[src/hw/rtl/ttb_pkg.sv]
// ----------------------------------------------------------------------------
// ttb_pkg: shared types and constants of the triangle tile binner
// Fixed-point widths, configuration register codes and the job record that
// travels from the setup front end to the tile scanner.
// ----------------------------------------------------------------------------
package ttb_pkg;

  localparam int TILE_SHIFT  = 6;
  localparam int FRAC_BITS   = 4;
  localparam int RANGE_SHIFT = TILE_SHIFT + FRAC_BITS;

  localparam int COORD_W = 19;
  localparam int PID_W   = 16;
  localparam int CNT_W   = 4;
  localparam int VPP_W   = 2;
  localparam int IDX_W   = 6;

  localparam int MAX_TILES_X = 8;
  localparam int MAX_TILES_Y = 8;

  // edge coefficient widths
  localparam int EA_W    = COORD_W + 1;
  localparam int PROD_W  = 2 * COORD_W;
  localparam int EC_W    = PROD_W + 1;
  localparam int TERM_W  = EA_W + CNT_W + 2;
  localparam int EVAL_W  = EC_W + 3;

  localparam int Q_DEPTH = 2;
  localparam int Q_PTR_W = $clog2(Q_DEPTH);

  localparam int CFG_IDX_W = 2;

  typedef enum logic [CFG_IDX_W-1:0] {
    CFG_TILES_ACROSS = 2'd0,
    CFG_TILES_DOWN   = 2'd1,
    CFG_VERTS        = 2'd2
  } cfg_reg_e;

  localparam logic [CNT_W-1:0] TILES_ACROSS_RST = CNT_W'(8);
  localparam logic [CNT_W-1:0] TILES_DOWN_RST   = CNT_W'(8);
  localparam logic [VPP_W-1:0] VPP_TRIANGLE     = VPP_W'(3);
  localparam logic [VPP_W-1:0] VPP_RST          = VPP_TRIANGLE;

  typedef struct packed {
    logic [PID_W-1:0]           prim_id;
    logic                       is_tri;
    logic                       single;
    logic [CNT_W-1:0]           ntx;
    logic [CNT_W-1:0]           sx;
    logic [CNT_W-1:0]           ex;
    logic [CNT_W-1:0]           sy;
    logic [CNT_W-1:0]           ey;
    logic [IDX_W-1:0]           row_base;
    logic [2:0][EA_W-1:0]       ea;
    logic [2:0][EA_W-1:0]       eb;
    logic [2:0][EC_W-1:0]       ec;
  } job_t;

endpackage

[src/hw/rtl/triangle_tile_binner.sv]
// ----------------------------------------------------------------------------
// triangle_tile_binner: tile binning of one screen-space primitive
// Bins a line or triangle in signed 15.4 coordinates into 64-pixel tiles.
// ----------------------------------------------------------------------------
// Usage:
//   Drive the vertices and prim_id_i and raise start; the item is taken at
//   an edge where start is high and busy is low. Configuration (tile
//   columns, tile rows, vertices per primitive) is written through
//   cfg_we_i / cfg_index_i / cfg_wdata_i while the block is idle.
//   Each kept tile appears for one cycle with valid_o high, in row-major
//   order; the final tile of a primitive has last_tile_o set. The receiver
//   cannot stall, results are never held.
// Sequence:
//   setup keeps busy high through its range step alone on an empty range,
//   through range and push steps for lines and single-tile primitives,
//   and through a multiply phase as well for triangles that span more than
//   one tile (one shared 19x19 multiplier builds the edge products in turn); busy
//   stays high longer while the two-entry job queue is full. The scanner
//   loads a job, visits each tile of the range in turn and, for ranges of
//   more than one tile, flushes the last kept tile.
// Reset:
//   clears all control state and the queue; registers return to 8 columns,
//   8 rows and triangles.
// ----------------------------------------------------------------------------
module triangle_tile_binner (
  input  logic                                clk_i,
  input  logic                                rst_ni,
  input  logic                                start,
  output logic                                busy,
  input  logic                                cfg_we_i,
  input  logic [ttb_pkg::CFG_IDX_W-1:0]       cfg_index_i,
  input  logic [ttb_pkg::CNT_W-1:0]           cfg_wdata_i,
  input  logic signed [ttb_pkg::COORD_W-1:0]  vertex0_x_i,
  input  logic signed [ttb_pkg::COORD_W-1:0]  vertex0_y_i,
  input  logic signed [ttb_pkg::COORD_W-1:0]  vertex1_x_i,
  input  logic signed [ttb_pkg::COORD_W-1:0]  vertex1_y_i,
  input  logic signed [ttb_pkg::COORD_W-1:0]  vertex2_x_i,
  input  logic signed [ttb_pkg::COORD_W-1:0]  vertex2_y_i,
  input  logic [ttb_pkg::PID_W-1:0]           prim_id_i,
  output logic                                valid_o,
  output logic [ttb_pkg::IDX_W-1:0]           tile_index_o,
  output logic [ttb_pkg::PID_W-1:0]           prim_number_o,
  output logic                                last_tile_o
);
  import ttb_pkg::*;

  logic [CNT_W-1:0] tiles_across_q, tiles_down_q;
  logic [VPP_W-1:0] vpp_q;

  always_ff @(posedge clk_i or negedge rst_ni) begin
    if (!rst_ni) begin
      tiles_across_q <= TILES_ACROSS_RST;
      tiles_down_q   <= TILES_DOWN_RST;
      vpp_q          <= VPP_RST;
    end else if (cfg_we_i) begin
      unique case (cfg_index_i)
        CFG_TILES_ACROSS: tiles_across_q <= cfg_wdata_i;
        CFG_TILES_DOWN:   tiles_down_q   <= cfg_wdata_i;
        CFG_VERTS:        vpp_q          <= cfg_wdata_i[VPP_W-1:0];
        default:          ;
      endcase
    end
  end

  logic fq_valid, fq_ready, qb_valid, qb_ready;
  job_t fq_job, qb_job;

  ttb_front u_front (
    .clk_i               (clk_i),
    .rst_ni              (rst_ni),
    .start               (start),
    .busy                (busy),
    .tiles_across_i      (tiles_across_q),
    .tiles_down_i        (tiles_down_q),
    .vertices_per_prim_i (vpp_q),
    .vertex0_x_i         (vertex0_x_i),
    .vertex0_y_i         (vertex0_y_i),
    .vertex1_x_i         (vertex1_x_i),
    .vertex1_y_i         (vertex1_y_i),
    .vertex2_x_i         (vertex2_x_i),
    .vertex2_y_i         (vertex2_y_i),
    .prim_id_i           (prim_id_i),
    .job_valid_o         (fq_valid),
    .job_ready_i         (fq_ready),
    .job_o               (fq_job)
  );

  ttb_queue u_queue (
    .clk_i        (clk_i),
    .rst_ni       (rst_ni),
    .push_valid_i (fq_valid),
    .push_ready_o (fq_ready),
    .push_job_i   (fq_job),
    .pop_valid_o  (qb_valid),
    .pop_ready_i  (qb_ready),
    .pop_job_o    (qb_job)
  );

  ttb_back u_back (
    .clk_i         (clk_i),
    .rst_ni        (rst_ni),
    .job_valid_i   (qb_valid),
    .job_ready_o   (qb_ready),
    .job_i         (qb_job),
    .valid_o       (valid_o),
    .tile_index_o  (tile_index_o),
    .prim_number_o (prim_number_o),
    .last_tile_o   (last_tile_o)
  );

endmodule

[src/hw/rtl/ttb_front.sv]
// ----------------------------------------------------------------------------
// ttb_front: primitive setup
// Takes one primitive, finds its clamped tile range and edge coefficients
// and queues a job for a non-empty range. C terms use one shared multiplier.
// ----------------------------------------------------------------------------
module ttb_front (
  input  logic                                clk_i,
  input  logic                                rst_ni,
  input  logic                                start,
  output logic                                busy,
  input  logic [ttb_pkg::CNT_W-1:0]           tiles_across_i,
  input  logic [ttb_pkg::CNT_W-1:0]           tiles_down_i,
  input  logic [ttb_pkg::VPP_W-1:0]           vertices_per_prim_i,
  input  logic signed [ttb_pkg::COORD_W-1:0]  vertex0_x_i,
  input  logic signed [ttb_pkg::COORD_W-1:0]  vertex0_y_i,
  input  logic signed [ttb_pkg::COORD_W-1:0]  vertex1_x_i,
  input  logic signed [ttb_pkg::COORD_W-1:0]  vertex1_y_i,
  input  logic signed [ttb_pkg::COORD_W-1:0]  vertex2_x_i,
  input  logic signed [ttb_pkg::COORD_W-1:0]  vertex2_y_i,
  input  logic [ttb_pkg::PID_W-1:0]           prim_id_i,
  output logic                                job_valid_o,
  input  logic                                job_ready_i,
  output ttb_pkg::job_t                       job_o
);
  import ttb_pkg::*;

  localparam int LT_W      = COORD_W - RANGE_SHIFT;
  localparam int HT_W      = COORD_W - RANGE_SHIFT + 1;
  localparam int MUL_STEPS = 6;
  localparam int STEP_W    = $clog2(MUL_STEPS + 1);

  typedef enum logic [1:0] {
    F_IDLE,
    F_RANGE,
    F_MUL,
    F_PUSH
  } front_state_e;

  front_state_e state_q;
  logic [STEP_W-1:0] step_q;

  logic signed [COORD_W-1:0] vx_q [3];
  logic signed [COORD_W-1:0] vy_q [3];
  logic [PID_W-1:0]          pid_q;
  job_t                      job_q;
  logic signed [PROD_W-1:0]  prod_q;
  logic signed [EC_W-1:0]    ec_q [3];

  // tile range helpers
  function automatic logic [CNT_W-1:0] lo_tile(input logic signed [COORD_W-1:0] v,
                                               input logic [CNT_W-1:0] cnt);
    logic [LT_W-1:0] t;
    t = v[COORD_W-1] ? '0 : v[COORD_W-1:RANGE_SHIFT];
    return (t < LT_W'(cnt)) ? t[CNT_W-1:0] : cnt;
  endfunction

  function automatic logic [CNT_W-1:0] hi_tile(input logic signed [COORD_W-1:0] v,
                                               input logic [CNT_W-1:0] cnt);
    logic [COORD_W-1:0] u;
    logic [COORD_W:0]   s;
    logic [HT_W-1:0]    t;
    u = v[COORD_W-1] ? '0 : v;
    s = {1'b0, u} + (COORD_W+1)'((1 << RANGE_SHIFT) - 1);
    t = s[COORD_W:RANGE_SHIFT] + HT_W'(1);
    return (t < HT_W'(cnt)) ? t[CNT_W-1:0] : cnt;
  endfunction

  // range and edge setup, evaluated in F_RANGE
  logic [CNT_W-1:0]          ntx, nty, sx, ex, sy, ey;
  logic                      is_tri, single, empty;
  logic signed [COORD_W-1:0] xmin, xmax, ymin, ymax;
  logic [2*CNT_W-1:0]        row_prod;
  job_t                      job_d;

  always_comb begin
    ntx    = (tiles_across_i > CNT_W'(MAX_TILES_X)) ? CNT_W'(MAX_TILES_X) : tiles_across_i;
    nty    = (tiles_down_i > CNT_W'(MAX_TILES_Y)) ? CNT_W'(MAX_TILES_Y) : tiles_down_i;
    is_tri = (vertices_per_prim_i == VPP_TRIANGLE);
    xmin = vx_q[0];
    xmax = vx_q[0];
    ymin = vy_q[0];
    ymax = vy_q[0];
    if (vx_q[1] < xmin) xmin = vx_q[1];
    if (vx_q[1] > xmax) xmax = vx_q[1];
    if (vy_q[1] < ymin) ymin = vy_q[1];
    if (vy_q[1] > ymax) ymax = vy_q[1];
    if (is_tri && vx_q[2] < xmin) xmin = vx_q[2];
    if (is_tri && vx_q[2] > xmax) xmax = vx_q[2];
    if (is_tri && vy_q[2] < ymin) ymin = vy_q[2];
    if (is_tri && vy_q[2] > ymax) ymax = vy_q[2];
    sx = lo_tile(xmin, ntx);
    sy = lo_tile(ymin, nty);
    ex = hi_tile(xmax, ntx);
    ey = hi_tile(ymax, nty);
    single   = (({1'b0, sx} + (CNT_W+1)'(1)) == {1'b0, ex}) &&
               (({1'b0, sy} + (CNT_W+1)'(1)) == {1'b0, ey});
    empty    = (sx >= ex) || (sy >= ey);
    row_prod = sy * ntx;

    job_d          = job_q;
    job_d.prim_id  = pid_q;
    job_d.is_tri   = is_tri;
    job_d.single   = single;
    job_d.ntx      = ntx;
    job_d.sx       = sx;
    job_d.ex       = ex;
    job_d.sy       = sy;
    job_d.ey       = ey;
    job_d.row_base = row_prod[IDX_W-1:0];
    for (int i = 0; i < 3; i++) begin
      job_d.ea[i] = EA_W'(vy_q[(i+1)%3]) - EA_W'(vy_q[i]);
      job_d.eb[i] = EA_W'(vx_q[(i+1)%3]) - EA_W'(vx_q[i]);
    end
  end

  // operand select for the shared multiplier: C = y1*x0 - x1*y0 per edge
  logic signed [COORD_W-1:0] mul_a, mul_b;
  logic [STEP_W-1:0]         prd_idx;
  logic [1:0]                prd_edge;

  always_comb begin
    unique case (step_q)
      STEP_W'(0): begin mul_a = vy_q[1]; mul_b = vx_q[0]; end
      STEP_W'(1): begin mul_a = vx_q[1]; mul_b = vy_q[0]; end
      STEP_W'(2): begin mul_a = vy_q[2]; mul_b = vx_q[1]; end
      STEP_W'(3): begin mul_a = vx_q[2]; mul_b = vy_q[1]; end
      STEP_W'(4): begin mul_a = vy_q[0]; mul_b = vx_q[2]; end
      STEP_W'(5): begin mul_a = vx_q[0]; mul_b = vy_q[2]; end
      default:    begin mul_a = '0;      mul_b = '0;      end
    endcase
    prd_idx  = step_q - STEP_W'(1);
    prd_edge = prd_idx[2:1];
  end

  always_ff @(posedge clk_i or negedge rst_ni) begin
    if (!rst_ni) begin
      state_q <= F_IDLE;
      step_q  <= '0;
    end else begin
      unique case (state_q)
        F_IDLE: begin
          if (start) state_q <= F_RANGE;
        end
        F_RANGE: begin
          step_q <= '0;
          priority if (empty)         state_q <= F_IDLE;
          else if (is_tri && !single) state_q <= F_MUL;
          else                        state_q <= F_PUSH;
        end
        F_MUL: begin
          step_q <= step_q + STEP_W'(1);
          if (step_q == STEP_W'(MUL_STEPS)) state_q <= F_PUSH;
        end
        F_PUSH: begin
          if (job_ready_i) state_q <= F_IDLE;
        end
        default: state_q <= F_IDLE;
      endcase
    end
  end

  always_ff @(posedge clk_i) begin
    if (state_q == F_IDLE && start) begin
      vx_q[0] <= vertex0_x_i;
      vy_q[0] <= vertex0_y_i;
      vx_q[1] <= vertex1_x_i;
      vy_q[1] <= vertex1_y_i;
      vx_q[2] <= vertex2_x_i;
      vy_q[2] <= vertex2_y_i;
      pid_q   <= prim_id_i;
    end
    if (state_q == F_RANGE) job_q <= job_d;
    if (state_q == F_MUL) begin
      prod_q <= mul_a * mul_b;
      if (step_q != '0) begin
        ec_q[prd_edge] <= prd_idx[0] ? (ec_q[prd_edge] - EC_W'(prod_q)) : EC_W'(prod_q);
      end
    end
  end

  always_comb begin
    job_o = job_q;
    for (int i = 0; i < 3; i++) job_o.ec[i] = ec_q[i];
  end

  assign job_valid_o = (state_q == F_PUSH);
  assign busy        = (state_q != F_IDLE);

endmodule

[src/hw/rtl/ttb_queue.sv]
// ----------------------------------------------------------------------------
// ttb_queue: job queue
// Short first-in first-out buffer of job records between setup and scan.
// ----------------------------------------------------------------------------
module ttb_queue (
  input  logic          clk_i,
  input  logic          rst_ni,
  input  logic          push_valid_i,
  output logic          push_ready_o,
  input  ttb_pkg::job_t push_job_i,
  output logic          pop_valid_o,
  input  logic          pop_ready_i,
  output ttb_pkg::job_t pop_job_o
);
  import ttb_pkg::*;

  job_t               q_mem [Q_DEPTH];
  logic [Q_PTR_W-1:0] wr_ptr_q, rd_ptr_q;
  logic [Q_PTR_W:0]   cnt_q;
  logic               push, pop;

  assign push_ready_o = (cnt_q != (Q_PTR_W+1)'(Q_DEPTH));
  assign pop_valid_o  = (cnt_q != '0);
  assign push         = push_valid_i && push_ready_o;
  assign pop          = pop_valid_o && pop_ready_i;
  assign pop_job_o    = q_mem[rd_ptr_q];

  always_ff @(posedge clk_i or negedge rst_ni) begin
    if (!rst_ni) begin
      wr_ptr_q <= '0;
      rd_ptr_q <= '0;
      cnt_q    <= '0;
    end else begin
      if (push) wr_ptr_q <= wr_ptr_q + Q_PTR_W'(1);
      if (pop)  rd_ptr_q <= rd_ptr_q + Q_PTR_W'(1);
      unique case ({push, pop})
        2'b10:   cnt_q <= cnt_q + (Q_PTR_W+1)'(1);
        2'b01:   cnt_q <= cnt_q - (Q_PTR_W+1)'(1);
        default: cnt_q <= cnt_q;
      endcase
    end
  end

  always_ff @(posedge clk_i) begin
    if (push) q_mem[wr_ptr_q] <= push_job_i;
  end

endmodule

[src/hw/rtl/ttb_back.sv]
// ----------------------------------------------------------------------------
// ttb_back: tile scanner
// Walks the tile range of one job in row-major order, one tile per cycle,
// runs the edge tests on multi-tile triangles and emits the kept tiles. One
// kept tile is held back so that the final one can carry the last flag.
// ----------------------------------------------------------------------------
module ttb_back (
  input  logic                        clk_i,
  input  logic                        rst_ni,
  input  logic                        job_valid_i,
  output logic                        job_ready_o,
  input  ttb_pkg::job_t               job_i,
  output logic                        valid_o,
  output logic [ttb_pkg::IDX_W-1:0]   tile_index_o,
  output logic [ttb_pkg::PID_W-1:0]   prim_number_o,
  output logic                        last_tile_o
);
  import ttb_pkg::*;

  typedef enum logic [1:0] {
    B_IDLE,
    B_SCAN,
    B_FLUSH
  } back_state_e;

  back_state_e      state_q;
  job_t             job_q;
  logic [CNT_W-1:0] x_q, y_q;
  logic [IDX_W:0]   row_q;
  logic             pend_q;
  logic [IDX_W-1:0] pend_idx_q;

  logic [IDX_W-1:0] cur_idx;
  logic [2:0]       reject;
  logic             keep, x_last, y_last;

  // edge functions at the corner each edge selects
  always_comb begin
    logic signed [EA_W-1:0]   ea_s, eb_s;
    logic signed [EC_W-1:0]   ec_s;
    logic [CNT_W-1:0]         cx, cy;
    logic signed [TERM_W-1:0] tx, ty, diff;
    logic signed [EVAL_W-1:0] ev;
    for (int i = 0; i < 3; i++) begin
      ea_s = $signed(job_q.ea[i]);
      eb_s = $signed(job_q.eb[i]);
      ec_s = $signed(job_q.ec[i]);
      cx   = (ea_s <= 0) ? (x_q + CNT_W'(1)) : x_q;
      cy   = (eb_s > 0) ? (y_q + CNT_W'(1)) : y_q;
      tx   = $signed({1'b0, cx}) * ea_s;
      ty   = $signed({1'b0, cy}) * eb_s;
      diff = tx - ty;
      ev   = (EVAL_W'(diff) <<< RANGE_SHIFT) - EVAL_W'(ec_s);
      reject[i] = !ev[EVAL_W-1] && (ev != '0);
    end
  end

  assign keep        = !job_q.is_tri || (reject == '0);
  assign cur_idx     = row_q[IDX_W-1:0] + IDX_W'(x_q);
  assign x_last      = (({1'b0, x_q} + (CNT_W+1)'(1)) == {1'b0, job_q.ex});
  assign y_last      = (({1'b0, y_q} + (CNT_W+1)'(1)) == {1'b0, job_q.ey});
  assign job_ready_o = (state_q == B_IDLE);

  always_ff @(posedge clk_i or negedge rst_ni) begin
    if (!rst_ni) begin
      state_q       <= B_IDLE;
      valid_o       <= 1'b0;
      tile_index_o  <= '0;
      prim_number_o <= '0;
      last_tile_o   <= 1'b0;
      pend_q        <= 1'b0;
      pend_idx_q    <= '0;
      x_q           <= '0;
      y_q           <= '0;
      row_q         <= '0;
    end else begin
      valid_o <= 1'b0;
      unique case (state_q)
        B_IDLE: begin
          if (job_valid_i) begin
            x_q     <= job_i.sx;
            y_q     <= job_i.sy;
            row_q   <= (IDX_W+1)'(job_i.row_base);
            state_q <= B_SCAN;
          end
        end
        B_SCAN: begin
          if (job_q.single) begin
            valid_o       <= 1'b1;
            tile_index_o  <= cur_idx;
            prim_number_o <= job_q.prim_id;
            last_tile_o   <= 1'b1;
            state_q       <= B_IDLE;
          end else begin
            if (keep) begin
              // the held tile is not the last one: send it now
              if (pend_q) begin
                valid_o       <= 1'b1;
                tile_index_o  <= pend_idx_q;
                prim_number_o <= job_q.prim_id;
                last_tile_o   <= 1'b0;
              end
              pend_q     <= 1'b1;
              pend_idx_q <= cur_idx;
            end
            if (x_last) begin
              x_q   <= job_q.sx;
              y_q   <= y_q + CNT_W'(1);
              row_q <= row_q + (IDX_W+1)'(job_q.ntx);
              if (y_last) state_q <= B_FLUSH;
            end else begin
              x_q <= x_q + CNT_W'(1);
            end
          end
        end
        B_FLUSH: begin
          if (pend_q) begin
            valid_o       <= 1'b1;
            tile_index_o  <= pend_idx_q;
            prim_number_o <= job_q.prim_id;
            last_tile_o   <= 1'b1;
          end
          pend_q  <= 1'b0;
          state_q <= B_IDLE;
        end
        default: state_q <= B_IDLE;
      endcase
    end
  end

  always_ff @(posedge clk_i) begin
    if (state_q == B_IDLE && job_valid_i) job_q <= job_i;
  end

endmodule

[config.mk]
export PLATFORM = sky130hd
export DESIGN_NAME = triangle_tile_binner
export DESIGN_NICKNAME = d
export VERILOG_FILES = /design/src/hw/rtl/ttb_pkg.sv /design/src/hw/rtl/triangle_tile_binner.sv /design/src/hw/rtl/ttb_front.sv /design/src/hw/rtl/ttb_queue.sv /design/src/hw/rtl/ttb_back.sv
export SDC_FILE = /design/constraint.sdc
export NUM_CORES = 2
export LEC_CHECK = 0
export BUFFER_PORTS_ARGS = -buffer_cell sky130_fd_sc_hd__buf_2
export CAP_MARGIN = 10
export CORE_UTILIZATION = 60
export CTS_CLUSTER_SIZE = 40
export DETAILED_ROUTE_END_ITERATION = 16
export PLACE_DENSITY = 0.77
export SLEW_MARGIN = 0
export SYNTH_ARGS = -nofsm -noshare
export SYNTH_HDL_FRONTEND = slang
export SYNTH_SLANG_ARGS = --single-unit
export TNS_END_PERCENT = 1
[constraint.sdc]
create_clock -name clk_i -period 16.4 [get_ports clk_i]
set_input_delay 2.46 -clock clk_i [delete_from_list [all_inputs] [get_ports clk_i]]
set_output_delay 2.46 -clock clk_i [all_outputs]
set_load 0.1 [all_outputs]
==> reports/qor.yml <==
area_growth_pct: 8.96
clockBufferDepth: 3
critPathRequiredTime_ps: 17060
wl_met3_um: 24400
cts_buffers: 143
cts_sinks: 1387
hold_class: "register to register"
fin_worst_skew_ps: 67.4
drv_cap: 0
worstMarginPinSlew_ps: 1260
fin_crit_sh: 0.811
fp.dieH_um: 403
num-nets-final: 10206
grt_max_degree: 139
seq_area_sq_um: 41300
core_sq_um: 159000
max_freq_mhz: 75.2
wl_um: 283000
grt_use_total: 0.350
cts_setup_buffers: 0
drive_above_1_share: 0.107
grt-ovfl-total: 0
fillers: 11778
finalSetupTns_ps: 0
synth_edf_count: 1321
min_from: "u_front.job_o[201]"
cts-resized-gates: 0
first_global_vias: 65732
start_kind: "register"
hpwlAfterDp_um: 219000
top_layer_used: "met5"
async_reset_ff_frac: 0.0476
drt_iter0_markers: 6528
synth_nets: 9967
ys.flop_type: "edfxtp_1"
ys_warn_count: 0
clkSlewWorstSetupHoldPaths_ps: 60
slowest_stage: "o41ai_1"
vias_per_cell: 6.04
drcViolationCount: 0
antenna_found_initial: 20
outcome: "completed"
start_util: 0.608
cp-end-kind: "register"
synth_cell_types: 113
ctsHoldBuffers: 0
clk_latency_ps: 820
cp_common_cell: "a21oi_1"
m1WireLength_um: 117000
die_w_um: 403
grt_pass1_wl_um: 418000
globalplace.congestion: 1.01
mostFrequentLayoutCell: "edfxtp_1"
layout_common_cells: "1321 x edfxtp_1, 1298 x inv_1, 772 x fa_1, 696 x ha_1, 687 x nand2_1"
syn_inst: 8355
ys_seq_area_frac: 0.427
met2_length_um: 126000
setup_viol: 0
slew_violations: 0
placement.io_buffers: 164
cp-startpoint: "u_back.job_q[168]"
routedWlPerCell_um: 26.0
syn_area_sq_um: 96700
first_pass_iters: 8
crit_arrival_ps: 13960
min_period_ps: 13300
hold_viol_final: 0
max_stage_delay_ps: 800
ant_nets: 0
htreeDepth: 4
ys_ff_latch: 1387
syn_area_per_cell_sq_um: 11.6
slew_headroom: 0.154
multi_input_area_sq_um: 49900
regToRegStartpoint: "u_back.job_q[168]"
pin_count: 165
fp-row-count: 146
ctsRootBufferMaster: "clkbuf_16"
cts_tree: "done"
worst-path-max-fanout: 22
dieArea_sq_um: 163000
vias: 65585
grt_setup_unrepaired: "no"
crit_type: "register to register"
metrics by stage:
step | instance area (sq um) | utilization | setup WS, ps | std cells | hold WS [ps]
global placement | 101000 | 0.632 | 3520 | 10595 | 401
global route | 105000 | 0.662 | 2130 | 10860 | 425
CTS | 105000 | 0.662 | 3130 | 10860 | 403
finish | 105000 | 0.662 | 3100 | 10864 | 410
detailed placement | 101000 | 0.632 | 3290 | 10595 | 405
floorplan | 96700 | - | 1810 | 8355 | 400
per-layer routing:
layer,vias up,GRT usage
li1,29211,-
met1,32749,0.493
met2,3020,0.534
met3,595,0.0573
met4,10,0.164
met5,-,0.00149
worst max-delay path: cells and delay by family (launching register included):
kind | cells | cell delay, ps
compound gates | 22 | 5480
buf+inv | 3 | 160
mux | 1 | 400
fa+ha+maj | 7 | 2950
xor+xnor | 2 | 910
simple gates | 10 | 2770
flops | 1 | 440
area by class of cell:
cell class              count  area share
diodes                      4   0.0000950
clock buffers             176      0.0356
clock inverters            89      0.0103
inverters                1300      0.0463
multi-input cells        5490       0.474
flip-flops and latches   1387       0.392
well taps                2146      0.0255
repair buffers            272      0.0159
cell usage after synthesis, types with 25 or more instances:
library cell,n,area (sq um)
a211oi_1,30,225
a21boi_0,56,420
a21o_1,69,518
a21oi_1,315,1580
a22oi_1,71,533
a31oi_1,30,188
and2_1,101,632
and3_1,52,325
clkbuf_1,154,578
dfrtp_1,62,1550
edfxtp_1,1321,39700
fa_1,772,15500
ha_1,700,8760
inv_1,1298,4870
mux2_2,300,3380
mux2i_1,43,430
mux4_2,39,878
nand2_1,687,2580
nand2b_1,48,300
nand3_1,98,490
nand4_1,40,250
nor2_1,490,1840
nor2b_1,385,2410
nor3_1,107,536
nor4_1,49,307
o21a_1,28,210
o21ai_0,270,1350
o21bai_1,38,285
o31ai_1,25,188
o41ai_1,31,272
xnor2_1,194,1700
xor2_1,64,561
path summary, 6_finish.rpt:
check	endpoint	slack, ps	depth (start not counted)
hold reg to reg	u_queue.q_mem[1][201]	410	0
setup / recovery	u_back.prim_number_o[15]	3100	45
setup reg to reg	u_back.prim_number_o[15]	3100	45
max in group asynchronous	u_queue.rd_ptr_q	13820	1
min in group asynchronous	u_back.row_q[2]	1840	1
hold / removal	u_queue.q_mem[1][201]	410	0
sequential cells by signal, indices dropped and copies added, names as in the netlist, 38 cells and up, named ones only:
register        flops
u_front.vy_q       57
u_back.job_q      271
u_front.vx_q       57
u_front.ec_q      156
u_queue.q_mem     562
u_front.prod_q     38
u_front.job_o     164
cell families (layout without fill, tap and decap cells):
group / Yosys count / count (layout) / synth area share
AND/OR/NAND/NOR: 2162 / 2162 / 0.109
buffers and inverters: 1478 / 1837 / 0.0577
adder cells (fa/ha/maj): 1472 / 1472 / 0.250
flip-flops: 1387 / 1387 / 0.427
AO/OA/AOI/OAI: 1196 / 1196 / 0.0817
multiplexers: 402 / 402 / 0.0509
XOR/XNOR: 258 / 258 / 0.0234
other: 0 / 4 / 0
Power is not shown: default switching activity piles up to over one toggle a cycle in this logic, so the estimate is an artifact.
